--- src/sv/rar_pkg.sv ---
`default_nettype none

package rar_pkg;

    // operation codes on func
    typedef enum logic [1:0] {
        FUNC_ADD = 2'd0,
        FUNC_SUB = 2'd1,
        FUNC_MUL = 2'd2,
        FUNC_DIV = 2'd3
    } func_t;

    // sequencer states
    typedef enum logic [3:0] {
        ST_IDLE,
        ST_MUL_A,
        ST_MUL_B,
        ST_MUL_C,
        ST_SUM,
        ST_GCD,
        ST_GCD_WAIT,
        ST_DIVN,
        ST_DIVN_WAIT,
        ST_DIVD,
        ST_DIVD_WAIT,
        ST_DIVQ,
        ST_DIVQ_WAIT,
        ST_FINISH
    } state_t;

    // divider status toward the sequencer
    typedef struct packed {
        logic busy;
        logic done;
    } div_stat_t;

    // output field widths
    localparam int WHOLE_W = 33;
    localparam int REM_W   = 32;
    localparam int DEN_W   = 31;

endpackage

`default_nettype wire

--- src/sv/rar_div.sv ---
`default_nettype none

// Restoring shift-subtract divider, one quotient bit per cycle.
module rar_div
    import rar_pkg::*;
#(
    parameter int DW = 32
)
(
    input  wire logic          clk,
    input  wire logic          rst_n,
    input  wire logic          start,
    input  wire logic [DW-1:0] dividend,
    input  wire logic [DW-1:0] divisor,
    output div_stat_t          stat,
    output logic      [DW-1:0] quotient,
    output logic      [DW-1:0] remainder
);

    localparam int CW = $clog2(DW + 1);

    logic          busy_reg;
    logic          done_reg;
    logic [CW-1:0] cnt_reg;
    logic [DW-1:0] quo_reg;
    logic [DW-1:0] rem_reg;
    logic [DW-1:0] dvs_reg;

    logic [DW-1:0] quo_next;
    logic [DW-1:0] rem_next;
    logic [DW:0]   rem_shift;
    logic [DW+1:0] diff;

    // one trial subtraction
    always_comb
    begin
        rem_shift = {rem_reg, quo_reg[DW-1]};
        diff      = {1'b0, rem_shift} - {2'b00, dvs_reg};
        rem_next  = diff[DW+1] ? rem_shift[DW-1:0] : diff[DW-1:0];
        quo_next  = {quo_reg[DW-2:0], ~diff[DW+1]};
    end

    // control
    always_ff @(posedge clk or negedge rst_n)
    begin
        if (!rst_n)
        begin
            busy_reg <= 1'b0;
            done_reg <= 1'b0;
            cnt_reg  <= '0;
        end
        else
        begin
            done_reg <= 1'b0;
            if (start)
            begin
                busy_reg <= 1'b1;
                cnt_reg  <= CW'(DW);
            end
            else if (busy_reg)
            begin
                cnt_reg <= cnt_reg - 1'b1;
                if (cnt_reg == CW'(1))
                begin
                    busy_reg <= 1'b0;
                    done_reg <= 1'b1;
                end
            end
        end
    end

    // datapath
    always_ff @(posedge clk)
    begin
        if (start)
        begin
            quo_reg <= dividend;
            rem_reg <= '0;
            dvs_reg <= divisor;
        end
        else if (busy_reg)
        begin
            quo_reg <= quo_next;
            rem_reg <= rem_next;
        end
    end

    assign stat.busy = busy_reg;
    assign stat.done = done_reg;
    assign quotient  = quo_reg;
    assign remainder = rem_reg;

endmodule

`default_nettype wire

--- src/sv/rational_arith_reduce_top.sv ---
// Sequence: error words go from accept straight to ST_FINISH; mul/div words run
//   two multiply states, ST_SUM, k Euclid remainder divisions and three final
//   divisions, add/sub one more multiply state; all of these divisions share one
//   shift-subtract divider of 2*OPERAND_WIDTH bits (one bit per cycle).
// Throughput: a new word is taken only in ST_IDLE, once the last one has left ST_FINISH for the output register.
// Reset: rst_n asynchronous active low clears sequencer and output valid.
`default_nettype none

module rational_arith_reduce_top
    import rar_pkg::*;
#(
    parameter int OPERAND_WIDTH = 16
)
(
    input  wire logic                     clk,
    input  wire logic                     rst_n,
    input  wire logic                     in_valid,
    output logic                          in_ready,
    input  wire logic [1:0]               func,
    input  wire logic [OPERAND_WIDTH-1:0] a_num,
    input  wire logic [OPERAND_WIDTH-1:0] a_den,
    input  wire logic [OPERAND_WIDTH-1:0] b_num,
    input  wire logic [OPERAND_WIDTH-1:0] b_den,
    output logic                          out_valid,
    input  wire logic                     out_ready,
    output logic [WHOLE_W-1:0]            whole,
    output logic [REM_W-1:0]              rem_num,
    output logic [DEN_W-1:0]              res_den,
    output logic                          error
);

    localparam int W  = OPERAND_WIDTH;
    localparam int DW = 2 * OPERAND_WIDTH;
    localparam int XW = (DW > WHOLE_W) ? DW : WHOLE_W;

    state_t state_reg, state_next;
    logic   out_valid_reg;

    // operand and working registers
    func_t         func_reg;
    logic          err_reg;
    logic [W-1:0]  an_reg, ad_reg, bn_reg, bd_reg;
    logic          an_neg_reg, ad_neg_reg, bn_neg_reg, bd_neg_reg;
    logic [DW-1:0] prod_a_reg, prod_b_reg, prod_c_reg;
    logic [DW-1:0] num_reg, den_reg;
    logic          res_neg_reg;
    logic [DW-1:0] x_reg, y_reg;

    logic [WHOLE_W-1:0] whole_reg;
    logic [REM_W-1:0]   rem_reg;
    logic [DEN_W-1:0]   den_out_reg;
    logic               error_reg;

    logic          accept;
    logic          in_err;
    logic          load_out;

    logic [W-1:0]  mul_x, mul_y;
    logic [DW-1:0] product;

    logic          div_start;
    logic [DW-1:0] div_dividend, div_divisor;
    div_stat_t     div_stat;
    logic [DW-1:0] div_quo, div_rem;

    logic          sign_a, sign_b, sign_c, t_neg;
    logic [DW-1:0] sum_ab, diff_ab, diff_ba;
    logic [DW-1:0] num_sum;
    logic          num_sum_neg;

    logic [XW-1:0] quo_x, rem_x, den_x, quo_s, rem_s;

    assign accept   = in_valid && in_ready;
    assign in_ready = (state_reg == ST_IDLE);
    assign in_err   = (a_den == '0) || (b_den == '0) ||
                      ((func_t'(func) == FUNC_DIV) && (b_num == '0));

    // shared divider
    rar_div #(
        .DW(DW)
    ) u_div (
        .clk       (clk),
        .rst_n     (rst_n),
        .start     (div_start),
        .dividend  (div_dividend),
        .divisor   (div_divisor),
        .stat      (div_stat),
        .quotient  (div_quo),
        .remainder (div_rem)
    );

    // shared multiplier operand select
    always_comb
    begin
        case (state_reg)
            ST_MUL_A:
            begin
                mul_x = an_reg;
                mul_y = (func_reg == FUNC_MUL) ? bn_reg : bd_reg;
            end
            ST_MUL_B:
            begin
                mul_x = ad_reg;
                mul_y = (func_reg == FUNC_MUL) ? bd_reg : bn_reg;
            end
            default:
            begin
                mul_x = ad_reg;
                mul_y = bd_reg;
            end
        endcase
    end

    assign product = mul_x * mul_y;

    // signed combine of the cross products
    always_comb
    begin
        sign_a  = an_neg_reg ^ ((func_reg == FUNC_MUL) ? bn_neg_reg : bd_neg_reg);
        sign_b  = ad_neg_reg ^ ((func_reg == FUNC_MUL) ? bd_neg_reg : bn_neg_reg);
        sign_c  = ad_neg_reg ^ bd_neg_reg;
        t_neg   = sign_b ^ (func_reg == FUNC_SUB);
        sum_ab  = prod_a_reg + prod_b_reg;
        diff_ab = prod_a_reg - prod_b_reg;
        diff_ba = prod_b_reg - prod_a_reg;
        if (sign_a == t_neg)
        begin
            num_sum     = sum_ab;
            num_sum_neg = sign_a;
        end
        else if (prod_a_reg >= prod_b_reg)
        begin
            num_sum     = diff_ab;
            num_sum_neg = sign_a;
        end
        else
        begin
            num_sum     = diff_ba;
            num_sum_neg = t_neg;
        end
    end

    // final sign application; a zero magnitude stays zero
    always_comb
    begin
        quo_x = XW'(div_quo);
        rem_x = XW'(div_rem);
        den_x = XW'(den_reg);
        quo_s = res_neg_reg ? (~quo_x + 1'b1) : quo_x;
        rem_s = res_neg_reg ? (~rem_x + 1'b1) : rem_x;
    end

    // sequencer next state and divider requests
    always_comb
    begin
        state_next   = state_reg;
        div_start    = 1'b0;
        div_dividend = x_reg;
        div_divisor  = y_reg;
        load_out     = 1'b0;
        case (state_reg)
            ST_IDLE:
            begin
                if (accept)
                begin
                    state_next = in_err ? ST_FINISH : ST_MUL_A;
                end
            end
            ST_MUL_A: state_next = ST_MUL_B;
            ST_MUL_B:
            begin
                if ((func_reg == FUNC_ADD) || (func_reg == FUNC_SUB))
                begin
                    state_next = ST_MUL_C;
                end
                else
                begin
                    state_next = ST_SUM;
                end
            end
            ST_MUL_C: state_next = ST_SUM;
            ST_SUM:   state_next = ST_GCD;
            ST_GCD:
            begin
                if (y_reg == '0)
                begin
                    state_next = ST_DIVN;
                end
                else
                begin
                    div_start  = 1'b1;
                    state_next = ST_GCD_WAIT;
                end
            end
            ST_GCD_WAIT:
            begin
                if (div_stat.done)
                begin
                    state_next = ST_GCD;
                end
            end
            ST_DIVN:
            begin
                div_start    = 1'b1;
                div_dividend = num_reg;
                div_divisor  = x_reg;
                state_next   = ST_DIVN_WAIT;
            end
            ST_DIVN_WAIT:
            begin
                if (div_stat.done)
                begin
                    state_next = ST_DIVD;
                end
            end
            ST_DIVD:
            begin
                div_start    = 1'b1;
                div_dividend = den_reg;
                div_divisor  = x_reg;
                state_next   = ST_DIVD_WAIT;
            end
            ST_DIVD_WAIT:
            begin
                if (div_stat.done)
                begin
                    state_next = ST_DIVQ;
                end
            end
            ST_DIVQ:
            begin
                div_start    = 1'b1;
                div_dividend = num_reg;
                div_divisor  = den_reg;
                state_next   = ST_DIVQ_WAIT;
            end
            ST_DIVQ_WAIT:
            begin
                if (div_stat.done)
                begin
                    state_next = ST_FINISH;
                end
            end
            ST_FINISH:
            begin
                if (!out_valid_reg || out_ready)
                begin
                    load_out   = 1'b1;
                    state_next = ST_IDLE;
                end
            end
            default: state_next = ST_IDLE;
        endcase
    end

    // state and output valid
    always_ff @(posedge clk or negedge rst_n)
    begin
        if (!rst_n)
        begin
            state_reg     <= ST_IDLE;
            out_valid_reg <= 1'b0;
        end
        else
        begin
            state_reg <= state_next;
            if (load_out)
            begin
                out_valid_reg <= 1'b1;
            end
            else if (out_ready)
            begin
                out_valid_reg <= 1'b0;
            end
        end
    end

    // datapath registers
    always_ff @(posedge clk)
    begin
        if (accept)
        begin
            func_reg   <= func_t'(func);
            err_reg    <= in_err;
            an_neg_reg <= a_num[W-1];
            ad_neg_reg <= a_den[W-1];
            bn_neg_reg <= b_num[W-1];
            bd_neg_reg <= b_den[W-1];
            an_reg     <= a_num[W-1] ? (~a_num + 1'b1) : a_num;
            ad_reg     <= a_den[W-1] ? (~a_den + 1'b1) : a_den;
            bn_reg     <= b_num[W-1] ? (~b_num + 1'b1) : b_num;
            bd_reg     <= b_den[W-1] ? (~b_den + 1'b1) : b_den;
        end
        case (state_reg)
            ST_MUL_A: prod_a_reg <= product;
            ST_MUL_B: prod_b_reg <= product;
            ST_MUL_C: prod_c_reg <= product;
            ST_SUM:
            begin
                if ((func_reg == FUNC_ADD) || (func_reg == FUNC_SUB))
                begin
                    num_reg     <= num_sum;
                    den_reg     <= prod_c_reg;
                    res_neg_reg <= num_sum_neg ^ sign_c;
                    x_reg       <= num_sum;
                    y_reg       <= prod_c_reg;
                end
                else
                begin
                    num_reg     <= prod_a_reg;
                    den_reg     <= prod_b_reg;
                    res_neg_reg <= sign_a ^ sign_b;
                    x_reg       <= prod_a_reg;
                    y_reg       <= prod_b_reg;
                end
            end
            ST_GCD_WAIT:
            begin
                if (div_stat.done)
                begin
                    x_reg <= y_reg;
                    y_reg <= div_rem;
                end
            end
            ST_DIVN_WAIT:
            begin
                if (div_stat.done)
                begin
                    num_reg <= div_quo;
                end
            end
            ST_DIVD_WAIT:
            begin
                if (div_stat.done)
                begin
                    den_reg <= div_quo;
                end
            end
            default:
            begin
            end
        endcase
        if (load_out)
        begin
            if (err_reg)
            begin
                whole_reg   <= '0;
                rem_reg     <= '0;
                den_out_reg <= DEN_W'(1);
                error_reg   <= 1'b1;
            end
            else
            begin
                whole_reg   <= quo_s[WHOLE_W-1:0];
                rem_reg     <= rem_s[REM_W-1:0];
                den_out_reg <= den_x[DEN_W-1:0];
                error_reg   <= 1'b0;
            end
        end
    end

    assign out_valid = out_valid_reg;
    assign whole     = whole_reg;
    assign rem_num   = rem_reg;
    assign res_den   = den_out_reg;
    assign error     = error_reg;

`ifndef ASSERT_OFF
    // divider is never restarted while a division runs
    assert property (@(posedge clk) disable iff (!rst_n)
        div_start |-> !div_stat.busy)
        else $error("divider started while busy");

    // an accepted word keeps the input side closed on the next cycle
    assert property (@(posedge clk) disable iff (!rst_n)
        accept |=> !in_ready)
        else $error("input ready right after accept");

    // error words carry the fixed zero result
    assert property (@(posedge clk) disable iff (!rst_n)
        (out_valid && error) |-> (whole == '0 && rem_num == '0 && res_den == DEN_W'(1)))
        else $error("error word with nonzero result");

    // a finished result is only loaded when the output register is free
    assert property (@(posedge clk) disable iff (!rst_n)
        load_out |-> (!out_valid_reg || out_ready))
        else $error("output overwritten before taken");
`endif

endmodule

`default_nettype wire

--- config.mk ---
export PLATFORM = sky130hd
export DESIGN_NAME = rational_arith_reduce_top
export DESIGN_NICKNAME = d
export VERILOG_FILES = /design/src/sv/rar_pkg.sv /design/src/sv/rar_div.sv /design/src/sv/rational_arith_reduce_top.sv
export SDC_FILE = /design/constraint.sdc
export NUM_CORES = 2
export LEC_CHECK = 0
export BUFFER_PORTS_ARGS = -buffer_cell sky130_fd_sc_hd__buf_2
export CAP_MARGIN = 40
export CORE_AREA = 2 2 247 249
export DETAILED_ROUTE_END_ITERATION = 10
export DIE_AREA = 0 0 249 251
export HOLD_SLACK_MARGIN = 0.1
export PLACE_DENSITY = 0.82
export SLEW_MARGIN = 40
export SYNTH_ARGS = -nofsm -noshare
export SYNTH_HDL_FRONTEND = slang
export SYNTH_SLANG_ARGS = --single-unit
--- constraint.sdc ---
create_clock -name clk -period 9.7 [get_ports clk]
set_input_delay 2.91 -clock clk [delete_from_list [all_inputs] [get_ports clk]]
set_output_delay 2.91 -clock clk [all_outputs]
set_load 0.01 [all_outputs]
* Yosys cells after proc, flatten, opt, wreduce, memory -nomap -nowiden
Index checks and enable logic that the tools add are counted.
Cells by class: mux-type cells 56, reductions and logical operators 26, bitwise operators 14, shift operators 0, $lt $le $gt $ge 1, $add $sub $neg 11, div/mod/pow operators 0, eq/ne operators 24, multiply operators 1
Operators with widths (count):
- 32-bit two-way mux | 12
- 32-bit case mux with 2 select lines | 6
- 16-bit by 1-bit adder with 16-bit output (second input constant) | 4
- 16-bit inverter | 4
- 32-bit subtractor | 2
- 15-bit two-way mux | 4
- 4-bit case mux with 14 select lines | 1
- 16-bit zero test | 3
- 16-bit two-way mux | 3
- 33-bit by 32-bit subtractor with 34-bit output | 1
- 33-bit by 1-bit adder with 33-bit output (second input constant) | 1
- 32-bit inverter with 33-bit output | 1
- 32-bit by 1-bit adder with 32-bit output (second input constant) | 1
- 32-bit adder | 1
- 32-bit >= comparator | 1
- 32-bit zero test | 1
- 16-bit by 16-bit multiplier with 32-bit output | 1
- 32-bit inverter | 1
- 16-bit case mux with 2 select lines | 1
- 4-bit two-way mux | 7
- 4-bit equality test (second input constant) | 6
- 1-bit two-way mux | 18
- 4-bit by 3-bit equality test with 1-bit output (second input constant) | 4
- 6-bit two-way mux | 2
- 23 further kinds | 47
Storage, ports and cells: memory bits (read-only) 0, bits in latches 0, memory bits (writable) 0, bits in registers 502, word-level logic and storage cells 168, memories 0

* Depth between registers and ports, before layout
depth in word-level cells 8, depth in mapped cells 31, gate-level depth less buffers 27

* Modules after synthesis
A second synthesis with hierarchy kept.
Unflattened totals: cells, all modules 3850, area, all modules 37652.4 µm²
By module, submodules not included:
- rational_arith_reduce_top | times used 1, seq. area each 11926.4 µm², area each 31793.0 µm², cells an instance 3282
- rar_div | times used 1, seq. area each 2762.6 µm², area each 5859.4 µm², cells an instance 568

* Worst setup path after synthesis
Ideal clock, no wire load.
kind register -> register, start reg state_reg[3], end reg prod_a_reg[31] (data pin), cell stages (with the launch flop) 30, library setup time 269 ps, arrival time 8127 ps, data required time 9431 ps, path slack 1304 ps, path through dfrtp_1 -> clkbuf_1 -> or2_2 -> clkbuf_1 -> nor2_1 -> clkbuf_1 -> buf_2 -> mux2i_1 -> nor2_1 -> fa_1 -> inv_1 -> fa_1 -> fa_1 -> inv_1 -> fa_1 -> fa_1 -> inv_1 -> fa_1 -> inv_1 -> ha_1 -> a21o_1 -> a21o_1 -> a21oi_1 -> o21bai_1 -> a2111oi_0 -> o211ai_1 -> o311a_1 -> a221o_1 -> a21oi_1 -> xnor2_1
Between the ends: longest elaborated chain between the ends 3, elaborated cells on any way between the ends 5
Ends and longest elaborated chain:
- start: declaration | RTL line rational_arith_reduce_top.sv:36 | state_t state_reg, state_next;
- start signal: assignment | RTL line rational_arith_reduce_top.sv:266 | state_reg <= state_next;
- 4-bit by 2-bit equality test with 1-bit output or 4-bit by 1-bit equality test with 1-bit output (tied branches) | RTL line rational_arith_reduce_top.sv:95 | case (state_reg)
- 16-bit case mux with 2 select lines or 16-bit two-way mux (tied branches) | RTL line rational_arith_reduce_top.sv:95
- 16-bit by 16-bit multiplier with 32-bit output (*) | RTL line rational_arith_reduce_top.sv:114 | assign product = mul_x * mul_y;
- named net product[31] | RTL line rational_arith_reduce_top.sv:59 | logic [DW-1:0] product;
- end signal: assignment | RTL line rational_arith_reduce_top.sv:295 | ST_MUL_A: prod_a_reg <= product;
- end: declaration | RTL line rational_arith_reduce_top.sv:44 | logic [DW-1:0] prod_a_reg, prod_b_reg, prod_c_reg;
Mark *: on every way through the listed nets, which the timed path passes. The rest lies on a longest branch. A chain may end at the register's enable or synchronous reset.

* Final worst setup path
start reg state_reg[0], end reg prod_c_reg[31] (data pin)
Between the ends: longest elaborated chain between the ends 3, elaborated cells on any way between the ends 5
Ends and longest elaborated chain:
- 4-bit by 2-bit equality test with 1-bit output or 4-bit by 1-bit equality test with 1-bit output (tied branches) | RTL line rational_arith_reduce_top.sv:95
- 16-bit case mux with 2 select lines or 16-bit two-way mux (tied branches) | RTL line rational_arith_reduce_top.sv:95
- 16-bit by 16-bit multiplier with 32-bit output (*) | RTL line rational_arith_reduce_top.sv:114
- named net product[31] | RTL line rational_arith_reduce_top.sv:59
- end signal: assignment | RTL line rational_arith_reduce_top.sv:297 | ST_MUL_C: prod_c_reg <= product;
- end: declaration | RTL line rational_arith_reduce_top.sv:44
Marks and branches as above.

==> run summary <==
Top post-synthesis cells by count: nor2_1, edfxtp_1, inv_1
Number of library cell types mapped by synthesis: 88
Yosys warning count: 0
Drt drc: 0
Final worst-path setup slack: 1.055 ns
Final period util: 89.12%
Vias in the first global route: 30190
Final total power: 4.507 mW
RSZ-0062 raised after global routing: no
Max FFs per register: 33
Starting density of the core: 63.45%
Vias: 30400
Mapped Nets: 4413
Synth Area per Inst: 9.711 µm²
Ports: 169
H-tree depth: 2
TritonCTS sink count: 502
Gr ovfl total: 0
Synth area leader: edfxtp_1
First-pass GRT wire length: 167.0 mm
Resized Gates After CTS: 0
IO Port Bufs: 168
Per-cell routed wire length: 22.24 µm
Count leader, synth: nor2_1
Post-layout min period: 8.645 ns
Comb power frac: 1.5%
Worst-Margin Slew: 0.8536 ns
Cell Area, Synth: 0.03794 mm²
Final setup vio count: 0
Clock power share: 46.7%
1st-pass router iterations: 8
Final WL: 106.9 mm
Core area: 0.05979 mm²
Int Pwr: 3.617 mW
Register area share after synthesis: 38.72%
Worst skew pair latency: 0.62 ns
Post-Layout Cell Count: 4806
DP Area: 0.03954 mm²
Hold Buf Count CTS: 0
Worst path arrival time: 8.99 ns
Yosys reg bits: 502
Total track usage: 34.29%
Syn Inst Count: 3907
CP dominant cell by count: fa_1
Initial DRC count: 3294
Fmax: 115.7 MHz
Post-synth EDFFs: 457
Top FF cell, synth: edfxtp_1
Net Sw Frac: 19.75%
Worst setup EP type: flip-flop
Inserted Diodes: 0
Worst path required time: 10.04 ns
Outcome: completed
Cell Pwr Density: 108.9 mW/mm²
Largest net degree at the start of global routing: 115
Dpl hpwl: 80.96 mm
Max-slew violation count: 0
Fraction of registers with async set/reset: 2.590%
Maxcap violations: 0
Critical path's largest stage delay: 0.65 ns
CTS max path bufs: 3
Clock Tree Root: clkbuf_16
CTS Buf Count: 52
Area Overhead vs Synth: 9.066%
Final net count: 4490
Die X: 249 µm
Sequential power share: 51.8%
CTS tree: yes
Proportion of layout cells with a drive suffix above 1: 10.24%
Row count: 90
Net switching power: 0.8902 mW
Layout fillers: 4448
Final hold vios: 0
Area contributors post-synth: edfxtp_1, fa_1, ha_1, nor2_1, inv_1
Vias/cell: 6.326
Crit-path slowest cell: dfrtp_1
Post-CTS setup buffers: 0
Lkg Pwr: 16.81 nW
Die Ht: 251 µm
Critical path launch point type: flip-flop
Dpl cells: 4712
Worst Skew: 0.03184 ns
Routability Congestion: 1.015
CP Max Fanout: 19
Synth top area share: 36.17%
VDD IR max: 146.7 µV
Setup TNS: 0 ns
Design Area, Final: 0.04138 mm²
Hold crit path type: reg -> reg
Initial antenna violation count: 0
Slew headroom: 41.46%
Die area: 0.06250 mm²
Post-route ant nets: 0
Clk slew on worst S/H paths: 0.06 ns
Worst slack at placement: 1.253 ns
WS Path Type: reg -> reg
## layout by cell type (no fill, tap or decap), drive strengths merged, types with 16 or more instances in the layout
| cell type | instances |
|---|---|
| buf | 215 |
| nor2 | 479 |
| a31oi | 40 |
| clkbuf | 64 |
| a21o | 46 |
| fa | 198 |
| or2 | 17 |
| clkinv | 21 |
| a21oi | 293 |
| nor4 | 30 |
| nand3 | 48 |
| dfxtp | 32 |
| mux2i | 92 |
| o211ai | 16 |
| mux2 | 43 |
| inv | 403 |
| ha | 238 |
| o21ai | 135 |
| a222oi | 32 |
| o41ai | 22 |
| or4 | 21 |
| nor2b | 59 |
| xor2 | 77 |
| a22oi | 36 |
| o31ai | 48 |
| o21bai | 27 |
| nor3 | 44 |
| or3 | 26 |
| nand2b | 43 |
| a211oi | 44 |
| xnor2 | 123 |
| nand2 | 368 |
| edfxtp | 457 |
## final cells by class
| cell class | instances | area, µm² | area share [%] |
|---|---|---|---|
| Sequential cell | 502 | 14690 | 35.50 |
| Clock buffer | 64 | 1418 | 3.426 |
| Multi-Input combinational cell | 2809 | 21130 | 51.06 |
| Timing Repair Buffer | 215 | 1254 | 3.030 |
| Tap cell | 782 | 978.4 | 2.365 |
| Inverter | 404 | 1516 | 3.665 |
| Clock inverter | 30 | 394.1 | 0.9525 |
## worst paths after layout
| path | from | endpoint | slack (ns) | cells after the start |
|---|---|---|---|---|
| setup / recovery | state_reg[0]$_DFFE_PN0P_ | prod_c_reg[31]$_DFFE_PP_ | 1.06 | 28 |
| hold / removal | u_div.remainder[0]$_SDFFE_PP0P_ | u_div.remainder[0]$_SDFFE_PP0P_ | 0.51 | 2 |
| setup reg to reg | state_reg[0]$_DFFE_PN0P_ | prod_c_reg[31]$_DFFE_PP_ | 1.06 | 28 |
| hold reg to reg | u_div.remainder[0]$_SDFFE_PP0P_ | u_div.remainder[0]$_SDFFE_PP0P_ | 0.51 | 2 |
| max in group asynchronous | rst_n | state_reg[1]$_DFFE_PN0P_ | 7.28 | 1 |
| min in group asynchronous | rst_n | state_reg[0]$_DFFE_PN0P_ | 2.17 | 1 |
## critical path: cells and delay by family, from the launching register on
family	cells	cell delay (ns)
AOI/OAI and AO/OA	10	2.24
xor gates and xnor gates	1	0.12
adders and majority gates	7	3.36
buffers and inverters	6	0.80
DFF	1	0.65
muxes	1	0.21
and+or+nand+nor	3	0.96
## cells by family (layout without fill, tap and decap cells)
family	after synthesis	after routing	share of synthesized area (%)
adders and majority gates	436	436	18.30
xor gates and xnor gates	200	200	4.617
and+or+nand+nor	1194	1194	14.09
DFF	502	502	38.72
AOI/OAI and AO/OA	844	844	14.52
muxes	135	135	3.703
buffers and inverters	596	713	6.055
## per-stage QoR
stage,hold slack (ns),utilization (%)
after floorplan,0.4244,-
after global placement,0.4895,65.92
after detailed placement,0.5037,66.13
after CTS,0.5130,69.16
after global routing,0.5505,69.20
final,0.5140,69.20
## per-layer routing
metal / part of all wire, % / vias to the layer above / track usage [%] / wire, µm
met5: 0 / - / 0 / 0
met4: 5.7 / 0 / 18.29 / 6053
met1: 37 / 14610 / 42.00 / 39260
li1: - / 13820 / - / -
met2: 48 / 1658 / 58.56 / 51460
met3: 9.4 / 315 / 5.643 / 10090
## power by group through the flow
| stage | logic [mW] | clock network, mW | registers [mW] |
|---|---|---|---|
| floorplan | 0.0341 | 0 | 2.38 |
| global placement | 0.0646 | 0 | 2.38 |
| detailed placement | 0.0677 | 0 | 2.38 |
| CTS | 0.0680 | 2.11 | 2.33 |
| global route | 0.0750 | 2.20 | 2.33 |
| finish | 0.0680 | 2.11 | 2.33 |
Power figures use the tool's default switching activity.
